$ cat src/design/parity_filter_seven_bit_packer_top_defines.svh
// ----------------------------------------------------------------------------
// parity filter seven bit packer assertion macros
// shared concurrent assertion forms used by the rtl
// ----------------------------------------------------------------------------
`ifndef PARITY_FILTER_SEVEN_BIT_PACKER_TOP_DEFINES_SVH
`define PARITY_FILTER_SEVEN_BIT_PACKER_TOP_DEFINES_SVH

// implication checked on the following cycle
`define PFSP_ASSERT_NEXT(lbl, clk, rst_n, ante, cons) \
    lbl: assert property (@(posedge clk) disable iff (!rst_n) (ante) |=> (cons)) \
        else $error("pfsp assertion failed");

// implication checked on the same cycle
`define PFSP_ASSERT_SAME(lbl, clk, rst_n, ante, cons) \
    lbl: assert property (@(posedge clk) disable iff (!rst_n) (ante) |-> (cons)) \
        else $error("pfsp assertion failed");

`endif

$ cat src/design/pfsp_pkg.sv
// ----------------------------------------------------------------------------
// pfsp_pkg
// constants and types for the parity filter seven bit packer
// ----------------------------------------------------------------------------
`default_nettype none

package pfsp_pkg;

    localparam int unsigned DATA_BITS   = 7;
    localparam int unsigned BYTE_BITS   = 8;
    localparam int unsigned GROUP_BYTES = 8;
    localparam int unsigned OUT_BYTES   = 7;
    localparam int unsigned ACC_BITS    = DATA_BITS * (GROUP_BYTES - 1);
    localparam int unsigned WORD_BITS   = DATA_BITS * GROUP_BYTES;
    localparam int unsigned CNT_BITS    = 3;

    typedef logic [BYTE_BITS-1:0] t_byte;
    typedef logic [DATA_BITS-1:0] t_data7;
    typedef logic [ACC_BITS-1:0]  t_acc;
    typedef logic [WORD_BITS-1:0] t_word;
    typedef logic [CNT_BITS-1:0]  t_cnt;

    localparam t_cnt LAST_SLOT = t_cnt'(GROUP_BYTES - 1);
    localparam t_cnt OUT_COUNT = t_cnt'(OUT_BYTES);
    localparam t_cnt ONE_LEFT  = t_cnt'(1);

endpackage

`default_nettype wire

$ cat src/design/pfsp_if.sv
// ----------------------------------------------------------------------------
// pfsp stream interfaces
// valid/ready channels for raw input bytes and packed output bytes
// ----------------------------------------------------------------------------
`default_nettype none

interface pfsp_in_if;
    logic           valid;
    logic           ready;
    pfsp_pkg::t_byte data_byte;

    modport source (output valid, output data_byte, input ready);
    modport sink   (input valid, input data_byte, output ready);
endinterface

interface pfsp_out_if;
    logic           valid;
    logic           ready;
    pfsp_pkg::t_byte packed_byte;
    logic           last_of_group;

    modport source (output valid, output packed_byte, output last_of_group, input ready);
    modport sink   (input valid, input packed_byte, input last_of_group, output ready);
endinterface

`default_nettype wire

$ cat src/design/parity_filter_seven_bit_packer_top.sv
// ----------------------------------------------------------------------------
// parity_filter_seven_bit_packer_top
// drops bytes with bad even parity, packs the seven data bits of eight good
// bytes into seven output bytes, msb first, last one flagged
// ----------------------------------------------------------------------------
//  channel   dir  payload                          transaction
//  i_in      in   data_byte[7:0]                   valid & ready
//  o_out     out  packed_byte[7:0], last_of_group  valid & ready
//
//  one input transaction per cycle while not stalled; a completed group leaves as
//  seven bytes from a 56-bit output shift register while the receiver is ready
//  input stalls only while seven good bytes are held and the previous group
//  still has more than one byte to leave, or its last byte is held off
//  synchronous active-low reset clears counts; data registers hold no reset
// ----------------------------------------------------------------------------
`default_nettype none
`include "parity_filter_seven_bit_packer_top_defines.svh"

module parity_filter_seven_bit_packer_top (
    input  wire logic   i_clk,
    input  wire logic   i_rst_n,
    pfsp_in_if.sink     i_in,
    pfsp_out_if.source  o_out
);

    pfsp_pkg::t_cnt   r_count;
    pfsp_pkg::t_cnt   n_count;
    pfsp_pkg::t_acc   r_acc;
    pfsp_pkg::t_acc   n_acc;
    pfsp_pkg::t_word  r_word;
    pfsp_pkg::t_word  n_word;
    pfsp_pkg::t_cnt   r_left;
    pfsp_pkg::t_cnt   n_left;

    pfsp_pkg::t_data7 w_data7;
    logic             w_par_ok;
    logic             w_in_take;
    logic             w_out_take;
    logic             w_good;
    logic             w_complete;
    logic             w_block;

    assign w_data7    = i_in.data_byte[pfsp_pkg::BYTE_BITS-1:1];
    assign w_par_ok   = ~(^i_in.data_byte);
    assign w_out_take = o_out.valid && o_out.ready;
    assign w_block    = (r_count == pfsp_pkg::LAST_SLOT) &&
                        ((r_left > pfsp_pkg::ONE_LEFT) ||
                         ((r_left == pfsp_pkg::ONE_LEFT) && !o_out.ready));
    assign i_in.ready = !w_block;
    assign w_in_take  = i_in.valid && i_in.ready;
    assign w_good     = w_in_take && w_par_ok;
    assign w_complete = w_good && (r_count == pfsp_pkg::LAST_SLOT);

    assign o_out.valid         = (r_left != '0);
    assign o_out.packed_byte   = r_word[pfsp_pkg::WORD_BITS-1 -: pfsp_pkg::BYTE_BITS];
    assign o_out.last_of_group = (r_left == pfsp_pkg::ONE_LEFT);

    always_comb begin
        n_count = r_count;
        n_acc   = r_acc;
        n_word  = r_word;
        n_left  = r_left;
        if (w_out_take) begin
            n_word = r_word << pfsp_pkg::BYTE_BITS;
            n_left = r_left - pfsp_pkg::ONE_LEFT;
        end
        if (w_complete) begin
            n_word  = {r_acc, w_data7};
            n_left  = pfsp_pkg::OUT_COUNT;
            n_count = '0;
        end else if (w_good) begin
            n_acc   = {r_acc[pfsp_pkg::ACC_BITS-pfsp_pkg::DATA_BITS-1:0], w_data7};
            n_count = r_count + pfsp_pkg::ONE_LEFT;
        end
    end

    always_ff @(posedge i_clk) begin
        r_acc  <= n_acc;
        r_word <= n_word;
        if (!i_rst_n) begin
            r_count <= '0;
            r_left  <= '0;
        end else begin
            r_count <= n_count;
            r_left  <= n_left;
        end
    end

    `PFSP_ASSERT_NEXT(a_bad_parity_holds, i_clk, i_rst_n, w_in_take && !w_par_ok, $stable(r_count))
    `PFSP_ASSERT_NEXT(a_group_loads, i_clk, i_rst_n, w_complete, r_left == pfsp_pkg::OUT_COUNT)
    `PFSP_ASSERT_NEXT(a_last_empties, i_clk, i_rst_n, w_out_take && o_out.last_of_group,
        r_left == '0 || r_left == pfsp_pkg::OUT_COUNT)
    `PFSP_ASSERT_SAME(a_no_overrun, i_clk, i_rst_n, w_complete,
        r_left == '0 || (r_left == pfsp_pkg::ONE_LEFT && w_out_take))

endmodule

`default_nettype wire
$ cat src/flat_wrapper.sv
// flat-port wrapper written by rule: the top's interface ports become plain ports
module parity_filter_seven_bit_packer_top_flat 
  (i_clk, i_rst_n, i_in_valid, i_in_data_byte, i_in_ready, o_out_valid, o_out_packed_byte, o_out_last_of_group, o_out_ready);
  pfsp_in_if i_in_i ();
  pfsp_out_if o_out_i ();
  input  wire logic i_clk;
  input  wire logic i_rst_n;
  input wire logic [$bits(i_in_i.valid)-1:0] i_in_valid;
  input wire logic [$bits(i_in_i.data_byte)-1:0] i_in_data_byte;
  output wire logic [$bits(i_in_i.ready)-1:0] i_in_ready;
  output wire logic [$bits(o_out_i.valid)-1:0] o_out_valid;
  output wire logic [$bits(o_out_i.packed_byte)-1:0] o_out_packed_byte;
  output wire logic [$bits(o_out_i.last_of_group)-1:0] o_out_last_of_group;
  input wire logic [$bits(o_out_i.ready)-1:0] o_out_ready;
  assign i_in_i.valid = i_in_valid;
  assign i_in_i.data_byte = i_in_data_byte;
  assign i_in_ready = i_in_i.ready;
  assign o_out_valid = o_out_i.valid;
  assign o_out_packed_byte = o_out_i.packed_byte;
  assign o_out_last_of_group = o_out_i.last_of_group;
  assign o_out_i.ready = o_out_ready;
  parity_filter_seven_bit_packer_top u_core (.i_clk(i_clk), .i_rst_n(i_rst_n), .i_in(i_in_i), .o_out(o_out_i));
endmodule
$ cat config.mk
export PLATFORM = sky130hd
export DESIGN_NAME = parity_filter_seven_bit_packer_top_flat
export DESIGN_NICKNAME = d
export VERILOG_FILES = /design/src/design/pfsp_pkg.sv /design/src/design/pfsp_if.sv /design/src/design/parity_filter_seven_bit_packer_top.sv /design/src/flat_wrapper.sv
export VERILOG_INCLUDE_DIRS = /design/src /design/src/design
export SDC_FILE = /design/constraint.sdc
export NUM_CORES = 1
export LEC_CHECK = 0
export BUFFER_PORTS_ARGS = -buffer_cell sky130_fd_sc_hd__buf_2
export CORE_UTILIZATION = 59
export DETAILED_ROUTE_END_ITERATION = 7
export PLACE_DENSITY = 0.86
export REMOVE_ABC_BUFFERS = 1
export SETUP_SLACK_MARGIN = 0.02
export SLEW_MARGIN = 15
export SYNTH_ARGS = -nofsm -noshare
export SYNTH_HDL_FRONTEND = slang
export SYNTH_SLANG_ARGS = --single-unit
$ cat constraint.sdc
create_clock -name i_clk -period 6.3 [get_ports i_clk]
set_input_delay 1.26 -clock i_clk [delete_from_list [all_inputs] [get_ports i_clk]]
set_output_delay 1.26 -clock i_clk [all_outputs]
set_load 0.02 [all_outputs]
==> flow_metrics.env, run 1 <==
export IMPL_status="finished clean"
export IMPL_timing_hold_ws_ns=0.450
export IMPL_crit_type="input pin to flop"
export IMPL_num_vias=1821
export IMPL_firstDrtPassIters=4
export IMPL_synth_distinct_cells=24
export IMPL_final_cells=348
export IMPL_clockBufferDepth=2
export IMPL_setup_tns_ns=0
export IMPL_drv_slew=0
export IMPL_synthTopCellsByCount="edfxtp_1, mux2_4, and2_1, buf_4, xnor2_1"
export IMPL_dp_cells=332
export IMPL_maxCapViolCount=0
export IMPL_wl_microns=5410
export IMPL_seq_area_sq_mm=0.00327
export IMPL_ir_drop_uv=215
export IMPL_numPortBuffers=22
export IMPL_clock_latency_ns=0.36
export IMPL_worst_setup_path_start_kind="input pin"
export IMPL_hold_viol_final=0
export IMPL_drive_gt1_share_pct=36.5
export IMPL_grt_pass1_vias=1814
export IMPL_avgRoutedWirePerCell_microns=15.5
export IMPL_worst_path_max_delay_cell="a21o_2"
export IMPL_grt_pass1_wl_microns=8470
export IMPL_critPathArrivalTime_ns=3.37
export IMPL_slowest_delay_ns=0.65
export IMPL_fmax_mhz=301
export IMPL_clock_sinks=111
export IMPL_ctsResizeCount=0
export IMPL_overflow=0
export IMPL_ant_nets=0
export IMPL_grt_antenna_before_repair=0
export IMPL_critical_path_buf_inv_count=2
export IMPL_async_flop_share_pct=0
export IMPL_hp_class="flop to flop"
export IMPL_rows=31
export IMPL_post_place_ws_ns=2.58
export IMPL_fin_worst_skew_ns=0.00974
export IMPL_multiInputGateArea_sq_mm=0.00106
export IMPL_num_antenna_cells=0
export IMPL_yosysTopAreaCell="edfxtp_1"
export IMPL_start_util_pct=61.3
export IMPL_die_area_sq_mm=0.00793
export IMPL_cts_tree="built"
export IMPL_hpwl_microns=3080
export IMPL_avgSynthCellArea_sq_um=19.9
export IMPL_synth_top_cells_by_area="edfxtp_1, mux2_4, dfxtp_1"
export IMPL_fp_dieH_microns=89.1
export IMPL_critPathTopFamily="compound AO/OA/AOI/OAI gates"
export IMPL_path_max_fanout=36
export IMPL_nFillCells=507
export IMPL_grtUsageTotal_pct=15.3
export IMPL_synth_edf_count=105
export IMPL_syn_to_final_growth_pct=8.06
export IMPL_finalSetupViolCount=0
export IMPL_synth_cell_area_sq_mm=0.00447
export IMPL_crit_chain="buf_2 -> xnor2_1 -> xnor2_1 -> xnor2_1 -> and4_4 -> a21o_2 -> buf_4"
export IMPL_required_ns=6.34
export IMPL_worst_setup_path_end_kind="flop"
export IMPL_min_period_ns=3.33
export IMPL_gp_congestion=0.691
export IMPL_nets=261
export IMPL_ys_seq_area_share_pct=73.2
export IMPL_core_area_sq_mm=0.00729
export IMPL_vias_per_cell=5.23
export IMPL_drc=0
export IMPL_netlist_area_leader_share_pct=70.5
export IMPL_cpMostUsedCell="xnor2_1"
export IMPL_post_cts_buffers=0
export IMPL_ios=23
export IMPL_clkTransAtPathRegs_ns=0.10
export IMPL_worst_slack_ns=2.97
export IMPL_grt_max_degree=60
export IMPL_worstMarginPinSlew_ns=1.06
export IMPL_power_density_mw_per_mm2=332
export IMPL_rsz0062_at_grt="no"
export IMPL_period_share_pct=52.8
export IMPL_cts_root_buffer="clkbuf_8"
export IMPL_die_w_microns=89.1
export IMPL_synth_most_common_cell="edfxtp_1"
export IMPL_cts_buffers=9
export IMPL_slew_headroom_pct=29.1
export IMPL_drt_initial_drc_count=71
export IMPL_ys_ff_latch=111
export IMPL_synth_warning_count=0
export IMPL_p_leak_nw=1.72
export IMPL_synthCells=225
export IMPL_ctsHoldBuffers=0
export IMPL_synth_ff_type="edfxtp_1"
export IMPL_htree_levels=3
-- registers in the layout, summed over array words and instances, names as in the netlist --
signal,flops
u_core.r_count,3
u_core.r_left,3
u_core.r_word,56
u_core.r_acc,49
-- worst register-to-register path, stage by stage (launching register included) --
cell     delay (ns)
dfxtp_1        0.36
inv_1          0.08
ha_1           0.20
nor3_1         0.13
a21oi_1        0.06
o21ai_0        0.32
and4_4         0.29
a21o_2         0.65
buf_4          0.43
-- worst paths after layout --
kind                                   startpoint           endpoint  slack (ns)  cells past startpoint
worst min register to register   u_core.r_acc[34]   u_core.r_acc[41]        0.45                      0
worst min-delay path             u_core.r_acc[34]   u_core.r_acc[41]        0.45                      0
worst max register to register   u_core.r_left[1]  u_core.r_word[40]        3.47                      8
worst max-delay path            i_in_data_byte[7]  u_core.r_word[40]        2.97                      7
-- where the power goes --
| part | total, mW | leakage, nW | switching (mW) | internal (mW) |
|---|---|---|---|---|
| registers | 0.966 | 1.04 | 0.0345 | 0.932 |
| clock network | 0.490 | 0.120 | 0.225 | 0.265 |
| logic | 0.149 | 0.566 | 0.0926 | 0.0562 |
| total | 1.61 | 1.72 | 0.352 | 1.25 |
-- metal layers --
layer  wire length (microns)  GRT usage [%]
met1                    2240           16.8
met2                    2930           27.2
met3                     163           5.36
met4                      77           6.49
met5                       0              0
-- layout make-up --
cell class / instances / area share (%)
clock inverter: 7 / 2.49
tap: 99 / 2.56
clock buffer: 9 / 2.56
inverter: 3 / 0.233
multi-input combinational: 95 / 21.8
sequential: 111 / 67.7
timing repair buffer: 24 / 2.59
-- cell usage in the layout (no fill, tap or decap), types with 2 or more instances in the layout --
| cell type | instances |
|---|---|
| edfxtp_1 | 105 |
| mux2_4 | 48 |
| buf_2 | 22 |
| clkbuf_8 | 9 |
| xnor2_1 | 8 |
| and2_1 | 8 |
| nand2_1 | 7 |
| dfxtp_1 | 6 |
| ha_1 | 5 |
| o22ai_1 | 3 |
| o21a_1 | 3 |
| bufinv_16 | 3 |
| nand2b_1 | 2 |
| o21ai_0 | 2 |
| inv_1 | 2 |
| a31oi_1 | 2 |
| buf_4 | 2 |
-- cells by family after synthesis --
group | count (synthesis) | share of synthesized area [%]
XOR/XNOR | 8 | 1.57
flip-flops | 111 | 73.2
multiplexers | 48 | 16.1
adder cells (fa/ha/maj) | 5 | 1.40
buffers and inverters | 19 | 3.30
AO/OA/AOI/OAI | 12 | 1.71
AND/OR/NAND/NOR | 22 | 2.74
-- metrics by stage --
stage                     total power [mW]  area (sq um)  utilization [%]
after global routing                  1.67          4830             66.3
after detailed placement              1.14          4590             62.9
after floorplan                       1.08          4340                -
after CTS                             1.62          4830             66.3
after global placement                1.12          4590             62.9
final                                 1.61          4830             66.3
Power figures use the tool's default switching activity.
==> run 2: changes to the inputs <==
--- a/config.mk
+++ b/config.mk
@@ -7,9 +7,9 @@
 export NUM_CORES = 1
 export LEC_CHECK = 0
 export BUFFER_PORTS_ARGS = -buffer_cell sky130_fd_sc_hd__buf_2
-export CORE_UTILIZATION = 59
+export CORE_UTILIZATION = 54
 export DETAILED_ROUTE_END_ITERATION = 7
-export PLACE_DENSITY = 0.86
+export PLACE_DENSITY = 0.83
 export REMOVE_ABC_BUFFERS = 1
 export SETUP_SLACK_MARGIN = 0.02
 export SLEW_MARGIN = 15
==> constraint.sdc (replaced) <==
create_clock -name i_clk -period 2.8 [get_ports i_clk]
set_input_delay 0.56 -clock i_clk [delete_from_list [all_inputs] [get_ports i_clk]]
set_output_delay 0.56 -clock i_clk [all_outputs]
set_load 0.02 [all_outputs]
==> run 2 against run 1 <==
Clock skew decreased by 0.0015 ns; worst hold slack lost 0.041 ns; wire length is 2.9% higher; utilization is 3.8 points lower; global-route usage decreased by 1.0 points; setup slack lost 2.6 ns; via count up 2.0%; critical path depth up 1; count of clock-buffer cells in the layout did not move; clock power grew 100%; critical path type is now flop to flop.
==> flow_metrics.env, run 2 (synthesis results as in run 1) <==
export IMPL_status="finished clean"
export IMPL_numPortBuffers=22
export IMPL_core_area_sq_mm=0.00789
export IMPL_most_common_layout_cells="edfxtp_1, mux2_4, buf_2"
export IMPL_grt_pass1_wl_microns=8950
export IMPL_grt_max_degree=57
export IMPL_crit_type="flop to flop"
export IMPL_die_w_microns=93.0
export IMPL_die_area_sq_mm=0.00865
export IMPL_gp_congestion=0.687
export IMPL_worst_setup_path_end_kind="flop"
export IMPL_start_util_pct=56.7
export IMPL_num_antenna_cells=0
export IMPL_grtUsageTotal_pct=14.3
export IMPL_avgRoutedWirePerCell_microns=15.6
export IMPL_num_vias=1857
export IMPL_rows=32
export IMPL_largest_register="u_core.r_word"
export IMPL_vias_per_cell=5.22
export IMPL_p_leak_nw=1.76
export IMPL_rsz0062_at_grt="no"
export IMPL_layout_commonest_cell="edfxtp_1"
export IMPL_slew_headroom_pct=74.3
export IMPL_top_regs="u_core.r_word x56, u_core.r_acc x49"
export IMPL_ir_drop_uv=588
export IMPL_ant_nets=0
export IMPL_hold_viol_final=0
export IMPL_finalPower_mw=3.55
export IMPL_cts_root_buffer="clkbuf_8"
export IMPL_hpwl_microns=3500
export IMPL_period_share_pct=86.8
export IMPL_ctsHoldBuffers=0
export IMPL_syn_to_final_growth_pct=10.1
export IMPL_grt_antenna_before_repair=0
export IMPL_fp_dieH_microns=93.0
export IMPL_min_period_ns=2.43
export IMPL_maxCapViolCount=0
export IMPL_htree_levels=3
export IMPL_drt_initial_drc_count=117
export IMPL_drive_gt1_share_pct=37.0
export IMPL_largest_register_ffs=56
export IMPL_grt_pass1_vias=1897
export IMPL_post_cts_buffers=0
export IMPL_drc=0
export IMPL_fmax_mhz=411
export IMPL_finalSetupViolCount=0
export IMPL_timing_hold_ws_ns=0.409
export IMPL_path_max_fanout=14
export IMPL_power_density_mw_per_mm2=720
export IMPL_clockBufferDepth=2
export IMPL_cts_buffers=9
export IMPL_nets=266
export IMPL_required_ns=2.91
export IMPL_fin_worst_skew_ns=0.00821
export IMPL_post_place_ws_ns=0.247
export IMPL_cts_tree="built"
export IMPL_hp_class="input pin to flop"
export IMPL_firstDrtPassIters=4
export IMPL_wl_microns=5570
export IMPL_worst_slack_ns=0.370
export IMPL_clock_latency_ns=0.36
export IMPL_worstMarginPinSlew_ns=0.381
export IMPL_clkTransAtPathRegs_ns=0.09
export IMPL_critPathArrivalTime_ns=2.54
export IMPL_clock_sinks=111
export IMPL_drv_slew=0
export IMPL_ctsResizeCount=0
export IMPL_worst_setup_path_start_kind="flop"
export IMPL_overflow=0
export IMPL_ios=23
## run 2: worst max-delay path: stages (launching register included)
cell and delay, ns:
dfxtp_1 0.36, inv_1 0.08, ha_1 0.21, nor3_1 0.14
a21oi_1 0.05, o21ai_0 0.33, and4_4 0.44, buf_4 0.26
mux2_4 0.32
## run 2: path summary, 6_finish.rpt
| check | startpoint | slack [ns] | depth (start not counted) | end |
|---|---|---|---|---|
| worst min register to register | u_core.r_acc[30] | 0.45 | 0 | u_core.r_acc[37] |
| worst max register to register | u_core.r_left[1] | 0.37 | 8 | u_core.r_word[14] |
| worst max-delay path | u_core.r_left[1] | 0.37 | 8 | u_core.r_word[14] |
| worst min-delay path | i_in_data_byte[5] | 0.41 | 1 | u_core.r_acc[4] |
## run 2: metal layers
layer | track usage [%] | vias to the layer above | part of all wire (%)
met2 | 27.0 | 34 | 56
li1 | - | 892 | -
met4 | 5.77 | 0 | 1.6
met1 | 14.7 | 923 | 39
met3 | 4.15 | 8 | 3.2
met5 | 0 | - | 0
## run 2: cell type report
cell class	instances	area, sq um
Inverter	3	11.3
Timing Repair Buffer	29	238
Clock inverter	7	96.3
Fill cell	527	2960
Clock buffer	9	124
Multi-Input combinational cell	95	1060
Sequential cell	111	3270
Tap cell	102	128
## run 2: through the flow
step | instances | setup TNS, ns | utilization (%) | cell area [sq um]
floorplan | 209 | -197.34 | - | 4340
global placement | 340 | 0 | 59.7 | 4710
detailed placement | 340 | 0 | 59.7 | 4710
CTS | 356 | 0 | 62.5 | 4930
global route | 356 | 0 | 62.5 | 4930
finish | 356 | 0 | 62.5 | 4930
## run 2: power by group
group	total, mW	switching, mW	internal [mW]
registers	2.17	0.0804	2.09
clock network	1.00	0.498	0.507
logic	0.372	0.214	0.158
==> run 3: changes to the inputs <==
--- a/config.mk
+++ b/config.mk
@@ -6,9 +6,10 @@
 export SDC_FILE = /design/constraint.sdc
 export NUM_CORES = 1
 export LEC_CHECK = 0
-export BUFFER_PORTS_ARGS = -buffer_cell sky130_fd_sc_hd__buf_2
+export BUFFER_PORTS_ARGS = -buffer_cell sky130_fd_sc_hd__buf_4
 export CORE_UTILIZATION = 54
 export DETAILED_ROUTE_END_ITERATION = 7
+export HOLD_SLACK_MARGIN = 0.06
 export PLACE_DENSITY = 0.83
 export REMOVE_ABC_BUFFERS = 1
 export SETUP_SLACK_MARGIN = 0.02
==> run 3 against run 2 <==
Register-to-register slack improved by 0.02 ns; critical path depth did not move; wire length rose by 0.57%; first-iteration DRC count rose by 8.5%; non-clock buffer count fell by 1; setup slack improved by 0.021 ns; via count rose by 0.75%; global-route usage rose by 0.42 points; power fell by 3.3%; largest power group unchanged.
==> flow_metrics.env, run 3 (synthesis results as in run 1) <==
export IMPL_status="finished clean"
export IMPL_slowest_delay_ns=0.47
export IMPL_maxCapViolCount=0
export IMPL_start_util_pct=56.7
export IMPL_overflow=0
export IMPL_grt_pass1_wl_microns=9370
export IMPL_power_density_mw_per_mm2=697
export IMPL_nFillCells=537
export IMPL_nets=265
export IMPL_drc=0
export IMPL_cts_buffers=9
export IMPL_grt_max_degree=57
export IMPL_fin_worst_skew_ns=0.00730
export IMPL_largest_register_ffs=56
export IMPL_core_area_sq_mm=0.00789
export IMPL_finalSetupViolCount=0
export IMPL_grtUsageTotal_pct=14.7
export IMPL_rsz0062_at_grt="no"
export IMPL_min_path_cells=1
export IMPL_fmax_mhz=415
export IMPL_seq_area_sq_mm=0.00327
export IMPL_worst_setup_path_end_kind="flop"
export IMPL_cp_num_cells=8
export IMPL_worstMarginPinSlew_ns=0.338
export IMPL_die_area_sq_mm=0.00865
export IMPL_gp_congestion=0.692
export IMPL_vias_per_cell=5.27
export IMPL_crit_chain="inv_1 -> ha_1 -> nor3_1 -> a21oi_1 -> o21ai_0 -> and4_4 -> a21o_2 -> buf_12"
export IMPL_numPortBuffers=22
export IMPL_hold_viol_final=0
export IMPL_layout_commonest_cell="edfxtp_1"
export IMPL_reg2reg_depth=8
export IMPL_drt_met1_wl_microns=2350
export IMPL_htree_levels=3
export IMPL_path_max_fanout=56
export IMPL_hp_class="input pin to flop"
export IMPL_num_vias=1871
export IMPL_worst_slack_ns=0.390
export IMPL_multiInputGateArea_sq_mm=0.00106
export IMPL_p_leak_nw=1.75
export IMPL_wl_met2_microns=3030
export IMPL_die_w_microns=93.0
export IMPL_ctsResizeCount=0
export IMPL_most_common_layout_cells="edfxtp_1, mux2_4, buf_4"
export IMPL_drt_initial_drc_count=127
export IMPL_syn_to_final_growth_pct=9.99
export IMPL_ir_drop_uv=404
export IMPL_wl_met3_microns=121
export IMPL_rows=32
export IMPL_firstDrtPassIters=4
export IMPL_post_place_ws_ns=0.268
export IMPL_largest_register="u_core.r_word"
export IMPL_clock_latency_ns=0.35
export IMPL_cts_tree="built"
export IMPL_required_ns=2.83
export IMPL_period_share_pct=86.1
export IMPL_ant_nets=0
export IMPL_drive_gt1_share_pct=35.6
export IMPL_finalInstanceArea_sq_mm=0.00492
export IMPL_grt_pass1_vias=1967
export IMPL_num_antenna_cells=0
export IMPL_setup_tns_ns=0
export IMPL_slew_headroom_pct=77.2
export IMPL_min_period_ns=2.41
export IMPL_top_regs="u_core.r_word x56, u_core.r_acc x49"
export IMPL_worst_path_max_delay_cell="and4_4"
export IMPL_hpwl_microns=3430
export IMPL_ios=23
export IMPL_grt_antenna_before_repair=0
export IMPL_worst_setup_path_start_kind="flop"
export IMPL_crit_type="flop to flop"
export IMPL_ctsHoldBuffers=0
export IMPL_fp_dieH_microns=93.0
export IMPL_drv_slew=0
export IMPL_critical_path_buf_inv_count=2
export IMPL_post_cts_buffers=0
export IMPL_dpl_cell_area_sq_mm=0.00474
export IMPL_top_layer="met4"
export IMPL_clock_sinks=111
export IMPL_critPathTopFamily="simple AND/OR/NAND/NOR gates"
export IMPL_clockBufferDepth=2
export IMPL_timing_hold_ws_ns=0.402
export IMPL_clkTransAtPathRegs_ns=0.09
export IMPL_cts_root_buffer="clkbuf_8"
export IMPL_critPathArrivalTime_ns=2.44
export IMPL_wl_microns=5600
export IMPL_avgRoutedWirePerCell_microns=15.8
-- run 3: changes by cell type in the layout (fill, tap and decap cells not counted), moves of 2 or more --
cell      previous run  this run
clkinv_4             2         0
buf_4                1        23
buf_2               22         0
clkinv_1             2         4
clkinv_2             0         2
-- run 3: cell type report --
type / instances / share of cell area (%)
sequential: 111 / 66.5
multi-input combinational: 95 / 21.5
timing repair buffer: 28 / 5.54
clock buffer: 10 / 2.59
tap: 102 / 2.59
clock inverter: 6 / 1.04
inverter: 3 / 0.229
-- run 3: worst paths after layout --
| kind | slack [ns] | from | end |
|---|---|---|---|
| worst max-delay path | 0.39 | u_core.r_left[1] | u_core.r_word[28] |
| worst max register to register | 0.39 | u_core.r_left[1] | u_core.r_word[28] |
| worst min register to register | 0.45 | u_core.r_acc[0] | u_core.r_acc[7] |
| worst min-delay path | 0.40 | i_in_data_byte[7] | u_core.r_acc[6] |
-- run 3: report_power, final --
part	switching, mW	internal [mW]
Combinational	0.212	0.159
Sequential	0.0788	2.09
Clock	0.485	0.403
-- run 3: through the flow --
step / std cells / power, mW / util (%)
after floorplan: 209 / 2.44 / -
final: 355 / 3.43 / 62.4
after detailed placement: 339 / 2.59 / 60.1
after global placement: 339 / 2.56 / 60.1
after CTS: 355 / 3.47 / 62.4
after global routing: 355 / 3.58 / 62.4
-- run 3: routing by layer --
layer  global-route usage, %  up-vias
li1                        -      887
met1                    16.6      947
met2                    26.5       29
met3                    2.93        8
met4                    7.31        0
met5                       0        -
